## config.mk

```make
export PLATFORM = sky130hd
export DESIGN_NAME = rtc_three_wire_time_transfer
export DESIGN_NICKNAME = d
export VERILOG_FILES = /design/src/rtl/core/rtc_tw_pkg.sv /design/src/rtl/core/rtc_tw_seq.sv /design/src/rtl/core/rtc_tw_outq.sv /design/src/rtl/core/rtc_three_wire_time_transfer.sv
export SDC_FILE = /design/constraint.sdc
export NUM_CORES = 1
export LEC_CHECK = 0
export ABC_AREA = 1
export BUFFER_PORTS_ARGS = -buffer_cell sky130_fd_sc_hd__buf_4
export CORE_MARGIN = 10
export CORE_UTILIZATION = 55
export DETAILED_ROUTE_END_ITERATION = 6
export PLACE_DENSITY = 0.73
export SYNTH_ARGS = -nofsm -noshare
export SYNTH_HDL_FRONTEND = slang
export SYNTH_SLANG_ARGS = --single-unit
```

## constraint.sdc

```tcl
create_clock -name clock -period 12.3 [get_ports clock]
set_input_delay 0.615 -clock clock [delete_from_list [all_inputs] [get_ports clock]]
set_output_delay 0.615 -clock clock [all_outputs]
set_load 0.05 [all_outputs]
```

## src/rtl/core/rtc_tw_pkg.sv

```systemverilog
// Shared types, codes and helper functions for the three-wire RTC time transfer block.
`timescale 1ns / 1ps
package rtc_tw_pkg;

   // Number of time registers moved by a get or a set
   localparam int TIME_REGISTERS = 7;
   localparam int WEEKDAY_IDX    = 3;

   // Request codes
   localparam logic [1:0] REQ_TICK = 2'd0;
   localparam logic [1:0] REQ_SET  = 2'd1;
   localparam logic [1:0] REQ_GET  = 2'd2;

   // Data pin drive codes
   localparam logic [1:0] DRIVE_RELEASE = 2'd0;
   localparam logic [1:0] DRIVE_LOW     = 2'd1;
   localparam logic [1:0] DRIVE_HIGH    = 2'd2;

   // Command and data bytes
   localparam logic [7:0] WP_ADDR    = 8'h8E;
   localparam logic [7:0] SEC_ADDR   = 8'h80;
   localparam logic [7:0] WP_OFF     = 8'h00;
   localparam logic [7:0] WP_ON      = 8'h80;
   localparam logic [7:0] HALT_VALUE = 8'h80;
   localparam logic [7:0] YEAR_LIMIT = 8'h99;

   // Frame counts and bit count
   localparam logic [3:0] SET_FRAMES    = 4'd10;
   localparam logic [3:0] GET_FRAMES    = 4'd7;
   localparam logic [3:0] BITS_PER_BYTE = 4'd8;
   localparam logic [3:0] LAST_BIT      = 4'd7;

   localparam logic [7:0] HALF_BIT_RESET = 8'd4;

   // Per-register masks applied before decoding (year, month, day, weekday, hour, min, sec)
   localparam logic [TIME_REGISTERS-1:0][7:0] DEC_MASK =
      {8'h7f, 8'h7f, 8'h3f, 8'h0f, 8'h3f, 8'h1f, 8'hff};

   // Decoded time after reset
   localparam logic [TIME_REGISTERS-1:0][6:0] DEC_RESET =
      {7'd47, 7'd59, 7'd23, 7'd7, 7'd17, 7'd7, 7'd24};

   // Sequencer phases
   typedef enum logic [7:0] {
      PH_IDLE      = 8'b0000_0001,
      PH_ADDR_LOW  = 8'b0000_0010,
      PH_ADDR_HIGH = 8'b0000_0100,
      PH_DATA_LOW  = 8'b0000_1000,
      PH_DATA_HIGH = 8'b0001_0000,
      PH_RD_LOW    = 8'b0010_0000,
      PH_RD_HIGH   = 8'b0100_0000,
      PH_GAP       = 8'b1000_0000
   } phase_type;

   // One result item
   typedef struct packed {
      logic       chip_enable;
      logic       serial_clock;
      logic [1:0] data_drive;
      logic       done_res;
      logic       present;
      logic [6:0] year_out;
      logic [4:0] month_out;
      logic [5:0] day_out;
      logic [3:0] weekday_out;
      logic [5:0] hour_out;
      logic [6:0] minute_out;
      logic [6:0] second_out;
   } rsp_type;

   // Register address of a time register
   function automatic logic [7:0] reg_addr(input logic [2:0] idx);
      logic [7:0] addr;
      case (idx)
         3'd0:    addr = 8'h8C;
         3'd1:    addr = 8'h88;
         3'd2:    addr = 8'h86;
         3'd3:    addr = 8'h8A;
         3'd4:    addr = 8'h84;
         3'd5:    addr = 8'h82;
         3'd6:    addr = 8'h80;
         default: addr = 8'h8C;
      endcase
      return addr;
   endfunction

   // Binary to packed BCD, divide by ten through a reciprocal multiply
   function automatic logic [7:0] to_bcd(input logic [6:0] v);
      logic [14:0] prod;
      logic [3:0]  tens;
      logic [6:0]  tens_x10;
      logic [6:0]  units;
      prod     = 15'(v) * 15'd205;
      tens     = prod[14:11];
      tens_x10 = 7'({tens, 3'b000}) + 7'({tens, 1'b0});
      units    = v - tens_x10;
      return {tens, units[3:0]};
   endfunction

   // Packed BCD to binary, both nibbles taken as they are
   function automatic logic [7:0] bcd_decode(input logic [7:0] b);
      logic [7:0] hi;
      hi = {4'd0, b[7:4]};
      return (hi << 3) + (hi << 1) + {4'd0, b[3:0]};
   endfunction

endpackage

```

## src/rtl/core/rtc_tw_seq.sv

```systemverilog
// Frame sequencer: pin timing, byte shifting, BCD encode on set and decode on get.
`timescale 1ns / 1ps
module rtc_tw_seq (
   input  logic                  clock,
   input  logic                  reset,
   input  logic                  csr_wr_en,
   input  logic [7:0]            csr_wr_data,
   input  logic                  accept,
   input  logic [1:0]            req_type,
   input  logic                  req_data_pin_in,
   input  logic [6:0]            req_year_in,
   input  logic [3:0]            req_month_in,
   input  logic [4:0]            req_day_in,
   input  logic [2:0]            req_weekday_in,
   input  logic [4:0]            req_hour_in,
   input  logic [5:0]            req_minute_in,
   input  logic [5:0]            req_second_in,
   output rtc_tw_pkg::rsp_type   result
);

   localparam int NREG = rtc_tw_pkg::TIME_REGISTERS;

   rtc_tw_pkg::phase_type phase_ff, phase_in;
   logic [3:0]  reg_idx_ff, reg_idx_in;
   logic [3:0]  bit_idx_ff, bit_idx_in;
   logic [7:0]  delay_ff, delay_in;
   logic [7:0]  shift_ff, shift_in;
   logic [NREG-1:0][7:0] pend_ff, pend_in;
   logic [NREG-1:0][6:0] dec_ff, dec_in;
   logic        present_ff, present_in;
   logic        set_mode_ff, set_mode_in;
   logic        ce_ff, ce_in;
   logic        clk_ff, clk_in;
   logic [1:0]  drive_ff, drive_in;
   logic [7:0]  half_bit_ff;

   logic [7:0]  half_eff;
   logic [7:0]  delay_inc;
   logic        half_done;
   logic [3:0]  val_idx_wide;
   logic [2:0]  val_idx;
   logic [7:0]  frame_value;
   logic [3:0]  next_reg_idx;
   logic [3:0]  frames_total;
   logic [7:0]  read_byte;
   logic        start_frame;
   logic        end_frame;
   logic        put_bit;
   logic        done;

   // Hold the half-bit period register
   always_ff @(posedge clock) begin
      if (reset) begin
         half_bit_ff <= rtc_tw_pkg::HALF_BIT_RESET;
      end else if (csr_wr_en) begin
         half_bit_ff <= csr_wr_data;
      end
   end

   // Half period timer, a period of zero acts as one
   assign half_eff  = (half_bit_ff == 8'd0) ? 8'd1 : half_bit_ff;
   assign delay_inc = delay_ff + 8'd1;
   assign half_done = (delay_inc >= half_eff);

   // Data byte of the current set frame
   assign val_idx_wide = reg_idx_ff - 4'd2;
   assign val_idx      = val_idx_wide[2:0];
   always_comb begin
      if (reg_idx_ff == 4'd0) begin
         frame_value = rtc_tw_pkg::WP_OFF;
      end else if (reg_idx_ff == 4'd1) begin
         frame_value = rtc_tw_pkg::HALT_VALUE;
      end else if (reg_idx_ff >= rtc_tw_pkg::SET_FRAMES - 4'd1) begin
         frame_value = rtc_tw_pkg::WP_ON;
      end else begin
         frame_value = pend_ff[val_idx];
      end
   end

   // Received byte with the sampled pin merged in
   always_comb begin
      read_byte = shift_ff;
      read_byte[bit_idx_ff[2:0]] = shift_ff[bit_idx_ff[2:0]] | req_data_pin_in;
   end

   assign next_reg_idx = reg_idx_ff + 4'd1;
   assign frames_total = set_mode_ff ? rtc_tw_pkg::SET_FRAMES : rtc_tw_pkg::GET_FRAMES;

   // Next state for one item
   always_comb begin
      logic [7:0] dec_byte;
      logic [2:0] addr_idx;
      logic [3:0] addr_idx_wide;
      phase_in    = phase_ff;
      reg_idx_in  = reg_idx_ff;
      bit_idx_in  = bit_idx_ff;
      delay_in    = delay_ff;
      shift_in    = shift_ff;
      pend_in     = pend_ff;
      dec_in      = dec_ff;
      present_in  = present_ff;
      set_mode_in = set_mode_ff;
      ce_in       = ce_ff;
      clk_in      = clk_ff;
      drive_in    = drive_ff;
      start_frame = 1'b0;
      end_frame   = 1'b0;
      put_bit     = 1'b0;
      done        = 1'b0;
      dec_byte    = 8'd0;
      addr_idx    = 3'd0;
      addr_idx_wide = 4'd0;

      if (phase_ff == rtc_tw_pkg::PH_IDLE) begin
         // Start a sequence on a set or get request
         if (req_type == rtc_tw_pkg::REQ_SET || req_type == rtc_tw_pkg::REQ_GET) begin
            set_mode_in = (req_type == rtc_tw_pkg::REQ_SET);
            reg_idx_in  = 4'd0;
            start_frame = 1'b1;
            if (req_type == rtc_tw_pkg::REQ_SET) begin
               pend_in[0] = rtc_tw_pkg::to_bcd(req_year_in);
               pend_in[1] = rtc_tw_pkg::to_bcd({3'd0, req_month_in});
               pend_in[2] = rtc_tw_pkg::to_bcd({2'd0, req_day_in});
               pend_in[3] = rtc_tw_pkg::to_bcd({4'd0, req_weekday_in});
               pend_in[4] = rtc_tw_pkg::to_bcd({2'd0, req_hour_in});
               pend_in[5] = rtc_tw_pkg::to_bcd({1'b0, req_minute_in});
               pend_in[6] = rtc_tw_pkg::to_bcd({1'b0, req_second_in});
            end
         end
      end else if (req_type == rtc_tw_pkg::REQ_TICK) begin
         // Advance the running sequence by one tick
         case (phase_ff)
            rtc_tw_pkg::PH_ADDR_LOW, rtc_tw_pkg::PH_DATA_LOW: begin
               delay_in = half_done ? 8'd0 : delay_inc;
               if (half_done) begin
                  clk_in   = 1'b1;
                  phase_in = (phase_ff == rtc_tw_pkg::PH_ADDR_LOW) ?
                             rtc_tw_pkg::PH_ADDR_HIGH : rtc_tw_pkg::PH_DATA_HIGH;
               end
            end
            rtc_tw_pkg::PH_ADDR_HIGH, rtc_tw_pkg::PH_DATA_HIGH: begin
               delay_in = half_done ? 8'd0 : delay_inc;
               if (half_done) begin
                  clk_in     = 1'b0;
                  bit_idx_in = bit_idx_ff + 4'd1;
                  if (bit_idx_in < rtc_tw_pkg::BITS_PER_BYTE) begin
                     put_bit  = 1'b1;
                     phase_in = (phase_ff == rtc_tw_pkg::PH_ADDR_HIGH) ?
                                rtc_tw_pkg::PH_ADDR_LOW : rtc_tw_pkg::PH_DATA_LOW;
                  end else begin
                     bit_idx_in = 4'd0;
                     if (phase_ff == rtc_tw_pkg::PH_DATA_HIGH) begin
                        end_frame = 1'b1;
                     end else if (set_mode_ff) begin
                        shift_in = frame_value;
                        put_bit  = 1'b1;
                        phase_in = rtc_tw_pkg::PH_DATA_LOW;
                     end else begin
                        shift_in = 8'd0;
                        drive_in = rtc_tw_pkg::DRIVE_RELEASE;
                        phase_in = rtc_tw_pkg::PH_RD_LOW;
                     end
                  end
               end
            end
            rtc_tw_pkg::PH_RD_LOW: begin
               delay_in = half_done ? 8'd0 : delay_inc;
               if (half_done) begin
                  shift_in = read_byte;
                  if (bit_idx_ff < rtc_tw_pkg::LAST_BIT) begin
                     clk_in   = 1'b1;
                     phase_in = rtc_tw_pkg::PH_RD_HIGH;
                  end else begin
                     if (reg_idx_ff < rtc_tw_pkg::GET_FRAMES) begin
                        pend_in[reg_idx_ff[2:0]] = read_byte;
                     end
                     end_frame = 1'b1;
                  end
               end
            end
            rtc_tw_pkg::PH_RD_HIGH: begin
               delay_in = half_done ? 8'd0 : delay_inc;
               if (half_done) begin
                  clk_in     = 1'b0;
                  bit_idx_in = bit_idx_ff + 4'd1;
                  phase_in   = rtc_tw_pkg::PH_RD_LOW;
               end
            end
            rtc_tw_pkg::PH_GAP: begin
               start_frame = 1'b1;
            end
            default: begin
               phase_in = rtc_tw_pkg::PH_IDLE;
            end
         endcase
      end

      // Close a frame: gap before the next one, or finish the sequence
      if (end_frame) begin
         ce_in  = 1'b0;
         clk_in = 1'b0;
         if (next_reg_idx < frames_total) begin
            reg_idx_in = next_reg_idx;
            phase_in   = rtc_tw_pkg::PH_GAP;
         end else begin
            reg_idx_in = 4'd0;
            phase_in   = rtc_tw_pkg::PH_IDLE;
            done       = 1'b1;
            if (set_mode_ff) begin
               drive_in = rtc_tw_pkg::DRIVE_HIGH;
            end else if (pend_in[0] > rtc_tw_pkg::YEAR_LIMIT) begin
               // Missing chip: keep the old time, leave the pin released
               present_in = 1'b0;
            end else begin
               for (int k = 0; k < NREG; k++) begin
                  dec_byte = pend_in[k] & rtc_tw_pkg::DEC_MASK[k];
                  if (k != rtc_tw_pkg::WEEKDAY_IDX) begin
                     dec_byte = rtc_tw_pkg::bcd_decode(dec_byte);
                  end
                  dec_in[k] = dec_byte[6:0];
               end
               present_in = 1'b1;
               drive_in   = rtc_tw_pkg::DRIVE_HIGH;
            end
         end
      end

      // Open a frame with its command byte
      if (start_frame) begin
         ce_in      = 1'b1;
         clk_in     = 1'b0;
         bit_idx_in = 4'd0;
         delay_in   = 8'd0;
         put_bit    = 1'b1;
         phase_in   = rtc_tw_pkg::PH_ADDR_LOW;
         if (!set_mode_in) begin
            addr_idx = (reg_idx_in < rtc_tw_pkg::GET_FRAMES) ? reg_idx_in[2:0] : 3'd0;
            shift_in = rtc_tw_pkg::reg_addr(addr_idx) | 8'h01;
         end else if (reg_idx_in == 4'd0 ||
                      reg_idx_in >= rtc_tw_pkg::SET_FRAMES - 4'd1) begin
            shift_in = rtc_tw_pkg::WP_ADDR;
         end else if (reg_idx_in == 4'd1) begin
            shift_in = rtc_tw_pkg::SEC_ADDR;
         end else begin
            addr_idx_wide = reg_idx_in - 4'd2;
            shift_in = rtc_tw_pkg::reg_addr(addr_idx_wide[2:0]);
         end
      end

      // Drive the current bit, low bit first
      if (put_bit) begin
         drive_in = shift_in[bit_idx_in[2:0]] ? rtc_tw_pkg::DRIVE_HIGH : rtc_tw_pkg::DRIVE_LOW;
      end
   end

   // Update state on each accepted item
   always_ff @(posedge clock) begin
      if (reset) begin
         phase_ff    <= rtc_tw_pkg::PH_IDLE;
         reg_idx_ff  <= 4'd0;
         bit_idx_ff  <= 4'd0;
         delay_ff    <= 8'd0;
         shift_ff    <= 8'd0;
         pend_ff     <= '0;
         dec_ff      <= rtc_tw_pkg::DEC_RESET;
         present_ff  <= 1'b0;
         set_mode_ff <= 1'b0;
         ce_ff       <= 1'b0;
         clk_ff      <= 1'b0;
         drive_ff    <= rtc_tw_pkg::DRIVE_HIGH;
      end else if (accept) begin
         phase_ff    <= phase_in;
         reg_idx_ff  <= reg_idx_in;
         bit_idx_ff  <= bit_idx_in;
         delay_ff    <= delay_in;
         shift_ff    <= shift_in;
         pend_ff     <= pend_in;
         dec_ff      <= dec_in;
         present_ff  <= present_in;
         set_mode_ff <= set_mode_in;
         ce_ff       <= ce_in;
         clk_ff      <= clk_in;
         drive_ff    <= drive_in;
      end
   end

   // Result item for this tick
   always_comb begin
      result.chip_enable  = ce_in;
      result.serial_clock = clk_in;
      result.data_drive   = drive_in;
      result.done_res     = done;
      result.present      = present_in;
      result.year_out     = dec_in[0];
      result.month_out    = dec_in[1][4:0];
      result.day_out      = dec_in[2][5:0];
      result.weekday_out  = dec_in[3][3:0];
      result.hour_out     = dec_in[4][5:0];
      result.minute_out   = dec_in[5];
      result.second_out   = dec_in[6];
   end

endmodule

```

## src/rtl/core/rtc_tw_outq.sv

```systemverilog
// Two-entry result queue that decouples the result channel from the request channel.
`timescale 1ns / 1ps
module rtc_tw_outq (
   input  logic                clock,
   input  logic                reset,
   input  logic                push,
   input  rtc_tw_pkg::rsp_type push_data,
   output logic                full,
   output logic                out_valid,
   input  logic                out_stall,
   output rtc_tw_pkg::rsp_type out_data
);

   rtc_tw_pkg::rsp_type entry_ff [2];
   logic       wr_ptr_ff, wr_ptr_in;
   logic       rd_ptr_ff, rd_ptr_in;
   logic [1:0] count_ff, count_in;
   logic       pop;

   assign full      = (count_ff == 2'd2);
   assign out_valid = (count_ff != 2'd0);
   assign pop       = out_valid && !out_stall;
   assign out_data  = entry_ff[rd_ptr_ff];

   // Advance pointers and count
   always_comb begin
      wr_ptr_in = push ? ~wr_ptr_ff : wr_ptr_ff;
      rd_ptr_in = pop  ? ~rd_ptr_ff : rd_ptr_ff;
      count_in  = count_ff + {1'b0, push} - {1'b0, pop};
   end

   always_ff @(posedge clock) begin
      if (reset) begin
         wr_ptr_ff <= 1'b0;
         rd_ptr_ff <= 1'b0;
         count_ff  <= 2'd0;
      end else begin
         wr_ptr_ff <= wr_ptr_in;
         rd_ptr_ff <= rd_ptr_in;
         count_ff  <= count_in;
      end
   end

   // Store the pushed item
   always_ff @(posedge clock) begin
      if (push) begin
         entry_ff[wr_ptr_ff] <= push_data;
      end
   end

endmodule

```

## src/rtl/core/rtc_three_wire_time_transfer.sv

```systemverilog
// Top level of the three-wire RTC time transfer master.
// A result item is written into the result queue when its request item is accepted.
// One request item is accepted per cycle while the two-entry result queue is not full.
// req_stall rises only when the result queue holds two items.
// Reset (synchronous, active high): sequencer idle, pins low with data driven high,
// half-bit period 4, decoded time at its default, result queue empty.
`timescale 1ns / 1ps
module rtc_three_wire_time_transfer (
   input  logic       clock,
   input  logic       reset,
   input  logic       csr_wr_en,
   input  logic [7:0] csr_wr_data,
   input  logic       req_valid,
   output logic       req_stall,
   input  logic [1:0] req_type,
   input  logic       req_data_pin_in,
   input  logic [6:0] req_year_in,
   input  logic [3:0] req_month_in,
   input  logic [4:0] req_day_in,
   input  logic [2:0] req_weekday_in,
   input  logic [4:0] req_hour_in,
   input  logic [5:0] req_minute_in,
   input  logic [5:0] req_second_in,
   output logic       rsp_valid,
   input  logic       rsp_stall,
   output logic       rsp_chip_enable,
   output logic       rsp_serial_clock,
   output logic [1:0] rsp_data_drive,
   output logic       rsp_done_res,
   output logic       rsp_present,
   output logic [6:0] rsp_year_out,
   output logic [4:0] rsp_month_out,
   output logic [5:0] rsp_day_out,
   output logic [3:0] rsp_weekday_out,
   output logic [5:0] rsp_hour_out,
   output logic [6:0] rsp_minute_out,
   output logic [6:0] rsp_second_out
);

   rtc_tw_pkg::rsp_type seq_result;
   rtc_tw_pkg::rsp_type out_item;
   logic                accept;
   logic                queue_full;

   assign req_stall = queue_full;
   assign accept    = req_valid && !queue_full;

   rtc_tw_seq u_seq (
      .clock           (clock),
      .reset           (reset),
      .csr_wr_en       (csr_wr_en),
      .csr_wr_data     (csr_wr_data),
      .accept          (accept),
      .req_type        (req_type),
      .req_data_pin_in (req_data_pin_in),
      .req_year_in     (req_year_in),
      .req_month_in    (req_month_in),
      .req_day_in      (req_day_in),
      .req_weekday_in  (req_weekday_in),
      .req_hour_in     (req_hour_in),
      .req_minute_in   (req_minute_in),
      .req_second_in   (req_second_in),
      .result          (seq_result)
   );

   rtc_tw_outq u_outq (
      .clock     (clock),
      .reset     (reset),
      .push      (accept),
      .push_data (seq_result),
      .full      (queue_full),
      .out_valid (rsp_valid),
      .out_stall (rsp_stall),
      .out_data  (out_item)
   );

   // Unpack the result item onto the ports
   assign rsp_chip_enable  = out_item.chip_enable;
   assign rsp_serial_clock = out_item.serial_clock;
   assign rsp_data_drive   = out_item.data_drive;
   assign rsp_done_res     = out_item.done_res;
   assign rsp_present      = out_item.present;
   assign rsp_year_out     = out_item.year_out;
   assign rsp_month_out    = out_item.month_out;
   assign rsp_day_out      = out_item.day_out;
   assign rsp_weekday_out  = out_item.weekday_out;
   assign rsp_hour_out     = out_item.hour_out;
   assign rsp_minute_out   = out_item.minute_out;
   assign rsp_second_out   = out_item.second_out;

   // An accepted item always leaves a result waiting in the next cycle
   a_accept_gives_result: assert property (@(posedge clock) disable iff (reset)
      (req_valid && !req_stall) |=> rsp_valid)
      else $error("accepted item left no result");

   // A finished sequence closes the frame
   a_done_frame_closed: assert property (@(posedge clock) disable iff (reset)
      (rsp_valid && rsp_done_res) |-> (!rsp_chip_enable && !rsp_serial_clock))
      else $error("sequence finished with frame still open");

   // A finished sequence never leaves the data pin driven low
   a_done_pin_state: assert property (@(posedge clock) disable iff (reset)
      (rsp_valid && rsp_done_res) |-> (rsp_data_drive != rtc_tw_pkg::DRIVE_LOW))
      else $error("data pin driven low at end of sequence");

endmodule

```

# After elaboration in Yosys (flattened, before gate mapping)
# Memory sizes are Yosys's and may differ from the RTL's. A register that Yosys moved wholly into a read port is not among the register bits.
# Cells that the tools add are included.
# W data, S select, Z words.
totals:
  reg_bits: 152
  ramBits: 96
  in_bits: 52
  output_inout_bits: 50
  word_cells: 298
  mem_count: 1
classes:
  n_addsub: 31
  multipliers: 6
  n_lt_le_gt_ge: 15
  n_eq_ne: 39
  muxes: 132
  bitwise_logic: 6
  n_reduce_logical: 30
mem_list:
  columns: ["name", "words", "width", "read_ports", "rd_clocked_by_memory_dff", "write_ports", "line", "rtl"]
  rows:
  - ["u_outq.entry_ff", 2, 48, 1, 1, 1, "rtc_tw_outq.sv:14", "rtc_tw_pkg::rsp_type entry_ff [2];"]
op_table:
  columns: ["op", "n"]
  rows:
  - ["$mux W56", 8]
  - ["$mux W8", 34]
  - ["$mux W49", 4]
  - ["$bwmux W56", 1]
  - ["$mux W4", 12]
  - ["$pmux W4 S6", 2]
  - ["$mux W1", 44]
  - ["$add A7 B4 Y7", 6]
  - ["$pmux W8 S5", 1]
  - ["$mul A6 B8 Y14 const B", 2]
  - ["$mul A5 B8 Y13 const B", 2]
  - ["$mux W2", 13]
  - ["$bmux W8 S3", 1]
  - ["$demux W8 S3", 1]
  - ["$sub A4 B4 Y4", 6]
  - ["$ne A4 B1 Y1 const B", 5]
  - ["$eq A3 B3 Y1 const B", 6]
  - ["$lt A3 B4 Y1 const B", 4]
  - ["$pmux W8 S2", 1]
  - ["$mul A7 B8 Y15 const B", 1]
  - ["$add A6 B4 Y7", 2]
  - ["$reduce_bool A2 Y1", 7]
  - ["$add A4 B4 Y4", 3]
  - ["$add A5 B3 Y6", 2]
  - ["other kinds (60)", 91]

# Logic depth before layout (Yosys ltp)
depth:
  word_depth: 19
  depth_mapped: 36
  mapped_depth_nobuf: 36

# Hierarchy
# Synthesis repeated with hierarchy kept, for this count alone.
unflattened:
  cells_unflattened: 2280
  hier_area_um2: 18049.8
by_module_without_submodules:
  columns: ["mod", "instances", "cells_per_inst", "area_each_um2", "seq_area_each_um2"]
  rows:
  - ["rtc_tw_seq", 1, 2093, 14258.7, 2882.8]
  - ["rtc_tw_outq", 1, 185, 3781.1, 2982.9]
  - ["rtc_three_wire_time_transfer", 1, 2, 10.0, 0.0]

# Worst setup path before layout
# OpenSTA, ideal clock, no wires.
synth_path:
  kind: "input port to flip-flop"
  from: "input req_year_in[4]"
  to: "memory u_outq.entry_ff[0][41] in the netlist's numbering (data pin)"
  setup_ps: 259
  t_arrival_ps: 5655
  t_required_ps: 12041
  setup_slack_ps: 6386
  path_stages: 32
  n_path_buf: 0
  cell_sequence: "ha_1 -> fa_1 -> ha_1 -> inv_1 -> fa_1 -> inv_1 -> ha_1 -> a21oi_1 -> o21ai_0 -> nand2_1 -> nand3_1 -> or2_2 -> nand2_1 -> inv_1 -> ha_1 -> xor2_1 -> nand3b_1 -> nand2_1 -> nand2_1 -> nand3_1 -> nand2_1 -> nand2_1 -> inv_1 -> fa_1 -> inv_1 -> fa_1 -> nand2_1 -> nand2_1 -> a21oi_1 -> xor2_1 -> o21ai_1 -> inv_1"
synth_lines:
  columns: ["item", "line", "rtl"]
  rows:
  - ["from (decl)", "rtc_three_wire_time_transfer.sv:17", "input logic [6:0] req_year_in,"]
  - ["to (decl)", "rtc_tw_outq.sv:14", null]

==> results.yml <==
status:
  status: "finished with violations"
  violations: "design-rule violations"
synthesis:
  yosysWarnings: 0
  ys_ff_latch: 245
  yosysUniqueCellTypes: 64
  synth_top_area_frac: 0.161
  synth_top_cell_by_area: "dfxtp_1"
  async_reset_ff_frac: 0
  synth_nets: 2666
  synth_top_cells_by_area: "dfxtp_1 16%, edfxtp_1 16%, ha_1 14%"
  syn_area_um2: 18500
  syn_area_per_cell_um2: 7.82
  synth_edf_count: 96
  syn_inst: 2373
  dominantRegCellSynth: "dfxtp_1"
  yosysSeqAreaShare: 0.316
  synth_most_common_cell: "nand2_1"
  synth_commonest_cells: "429 x nand2_1, 353 x inv_1, 234 x a21oi_1"
timing:
  clock.fmax_ghz: 0.170
  drv_slew: 0
  period_share: 0.478
  min_period_ns: 5.88
  clock_skew_ns: 0.00792
  final.setup.tns_ns: 0
  finalHoldViolCount: 0
  grt_setup_unrepaired: "false"
  worst_slew_pin_slew_ns: 1.14
  setup-violations-final: 0
  fin_ws_ns: 6.42
  maxSlewHeadroom: 0.241
route:
  wire_per_inst_um: 16.8
  ant_nets: 0
  wl_um: 48500
  first_pass_iters: 7
  vias_per_cell: 5.55
  vias: 16000
  drc_errors: 5
  dr.first_iter.drc_count: 1326
clock_network:
  tritoncts.num_buffers: 26
  cts_resized: 0
  clkSlewWorstSetupHoldPaths_ns: 0.06
  post_cts_buffers: 0
  cts_tree: "yes"
  clk_latency_ns: 0.53
  htree_levels: 1
  hold_buffers: 0
  clock_sinks: 245
  cts_root_buf: "clkbuf_16"
  clockBufferDepth: 3
critical_path:
  path_common_cell: "nand2_1"
  crit_fanout: 4
  required_ns: 12.58
  cp-start-kind: "input port"
  cpPeakStageDelay_ns: 0.53
  crit_slowest_cell: "fa_1"
  crit_type: "input port to register"
  worst_ep_arrival_time_ns: 6.15
  r2r_end: "u_outq.entry_ff[0][5]"
  crit_family: "adder cells"
  crit_buf_inv: 7
  regToRegStartpoint: "u_seq.delay_ff[0]"
  r2r_slack_ns: 6.64
  endpoint_kind: "register"
  reg2reg_depth: 23
final_layout:
  drive_gt1_frac: 0.131
  nets: 2716
  syn_to_final_growth_pct: 9.75
  diodes: 0
  post-route-util: 0.610
global_route:
  gr-total-overflow: 0
  grt_max_degree: 89
  grt_pass1_vias: 15800
  antenna_found_initial: 2
  track_usage: 0.228
  grt_pass1_wl_um: 78700
hold_path:
  min_to: "u_seq.half_bit_ff[2]"
  hp-start: "csr_wr_en"
  hp-class: "input port to register"
  holdPathStages: 2
placement:
  gp_congestion: 0.978
  port_buffers: 101
  hpwl_um: 36000
  dpl_worst_slack_ns: 5.87
die:
  core_area_um2: 33400
  row_count: 67
  die_x_um: 204
  fp.dieH_um: 204
  die_area_um2: 41500
  num_io_pins: 102
  start_util: 0.556
job:
  drv_cap: 0
pwr:
  leakage_nw: 9.84
  power_density_nw_per_um2: 266
  ir_drop_v: 0.000169
## logic make-up (layout without fill, tap and decap cells)
logic type	count (synthesis)	count (layout)	share of synthesized area
AO/OA/AOI/OAI	558	558	0.166
XOR/XNOR	48	48	0.0227
adder cells (fa/ha/maj)	241	241	0.176
buffers and inverters	467	537	0.101
flip-flops	245	245	0.316
multiplexers	48	48	0.0291
AND/OR/NAND/NOR	766	766	0.189
## flip-flops by register name, summed over array words and instances (netlist names), named ones only
| signal | cells |
|---|---|
| u_outq.entry_ff | 96 |
| u_seq.pend_ff | 56 |
| u_seq.dec_ff | 42 |
| u_seq.delay_ff | 8 |
| u_seq.half_bit_ff | 8 |
| u_seq.phase_ff | 8 |
| u_seq.shift_ff | 8 |
| u_seq.bit_idx_ff | 4 |
| u_seq.reg_idx_ff | 4 |
| u_outq.count_ff | 2 |
| u_seq.drive_ff | 2 |
| u_outq.rd_ptr_ff | 1 |
| u_outq.wr_ptr_ff | 1 |
| u_seq.ce_ff | 1 |
| u_seq.clk_ff | 1 |
| u_seq.present_ff | 1 |
| u_seq.set_mode_ff | 1 |
## routing by layer
metal | up-vias | track usage | part of all wire
met5 | - | 0 | 0
li1 | 7970 | - | -
met1 | 7461 | 0.295 | 0.44
met4 | 0 | 0.0703 | 0.028
met2 | 517 | 0.380 | 0.46
met3 | 91 | 0.0389 | 0.073
## final cells by class
type                       count  area [µm²]
sequential                   245        5870
tap                          448         561
multi-input combinational   1661       10800
clock inverter                14         128
fill                        3008       13000
inverter                     376        1420
clock buffer                  34         702
timing repair buffer         113         848
## metrics by stage
stage / std cells / hold WS [ns] / cell area (µm²) / power, W
final: 2891 / 0.303 / 20400 / 0.00540
after global routing: 2891 / 0.310 / 20400 / 0.00587
after CTS: 2891 / 0.287 / 20400 / 0.00536
after detailed placement: 2843 / 0.441 / 19500 / 0.00457
after global placement: 2843 / 0.427 / 19500 / 0.00449
after floorplan: 2373 / 0.422 / 18500 / 0.00365
## worst reg2reg max path: cells and delay by family (launching register included)
| family | cells | cell delay, ns |
|---|---|---|
| fa+ha+maj | 3 | 1.10 |
| compound gates | 6 | 0.93 |
| flops | 1 | 0.41 |
| simple gates | 9 | 2.29 |
| buf+inv | 3 | 0.42 |
| xor+xnor | 2 | 0.26 |
## where the power goes
group | leakage, nW | total [W] | internal, W | switching [W]
Sequential | 2.09 | 0.00115 | 0.00104 | 0.000111
Clock | 0.398 | 0.000769 | 0.000444 | 0.000325
Combinational | 7.35 | 0.00349 | 0.00116 | 0.00232
## placed cells by master, fill, tap and decap left out, types with 4 or more instances in the layout
| cell | netlist | final |
|---|---|---|
| a211oi_1 | 6 | 6 |
| o22ai_1 | 4 | 4 |
| a22oi_1 | 4 | 4 |
| nand3_1 | 78 | 78 |
| ha_1 | 209 | 209 |
| nand3_2 | 6 | 6 |
| nor2_2 | 9 | 9 |
| o21ai_1 | 47 | 46 |
| inv_1 | 353 | 352 |
| clkbuf_16 | 0 | 27 |
| fa_1 | 32 | 32 |
| a21oi_1 | 234 | 234 |
| dfxtp_1 | 149 | 148 |
| mux2_2 | 48 | 48 |
| nor2_1 | 139 | 137 |
| clkinv_1 | 2 | 5 |
| inv_2 | 20 | 21 |
| nand3b_1 | 6 | 6 |
| nor2_4 | 7 | 9 |
| nor3_1 | 9 | 9 |
| a21oi_2 | 4 | 4 |
| nand2_4 | 11 | 11 |
| edfxtp_1 | 96 | 96 |
| nand4_1 | 25 | 25 |
| clkinv_2 | 0 | 5 |
| xor2_1 | 26 | 26 |
| and2_1 | 4 | 4 |
| nand2_1 | 429 | 428 |
| o21ai_0 | 178 | 178 |
| or2_2 | 11 | 11 |
| xnor2_1 | 22 | 22 |
| a31oi_1 | 7 | 7 |
| buf_4 | 5 | 113 |
| o21ai_2 | 15 | 15 |
| o211ai_1 | 35 | 35 |
| clkbuf_1 | 68 | 7 |
| nand2_2 | 18 | 19 |
## how the worst max path moves through the flow
| stage | from | cells past startpoint | end |
|---|---|---|---|
| after global placement | req_year_in[4] | 33 | u_outq.entry_ff[0][41] |
| after CTS | req_year_in[4] | 33 | u_outq.entry_ff[1][41] |
| after floorplan | req_year_in[4] | 32 | u_outq.entry_ff[0][41] |
| after global routing | req_year_in[4] | 34 | u_outq.entry_ff[1][41] |
| final | req_year_in[4] | 33 | u_outq.entry_ff[1][41] |
| after detailed placement | req_year_in[4] | 33 | u_outq.entry_ff[0][41] |
Note: power is estimated with default switching activity, not from simulation.
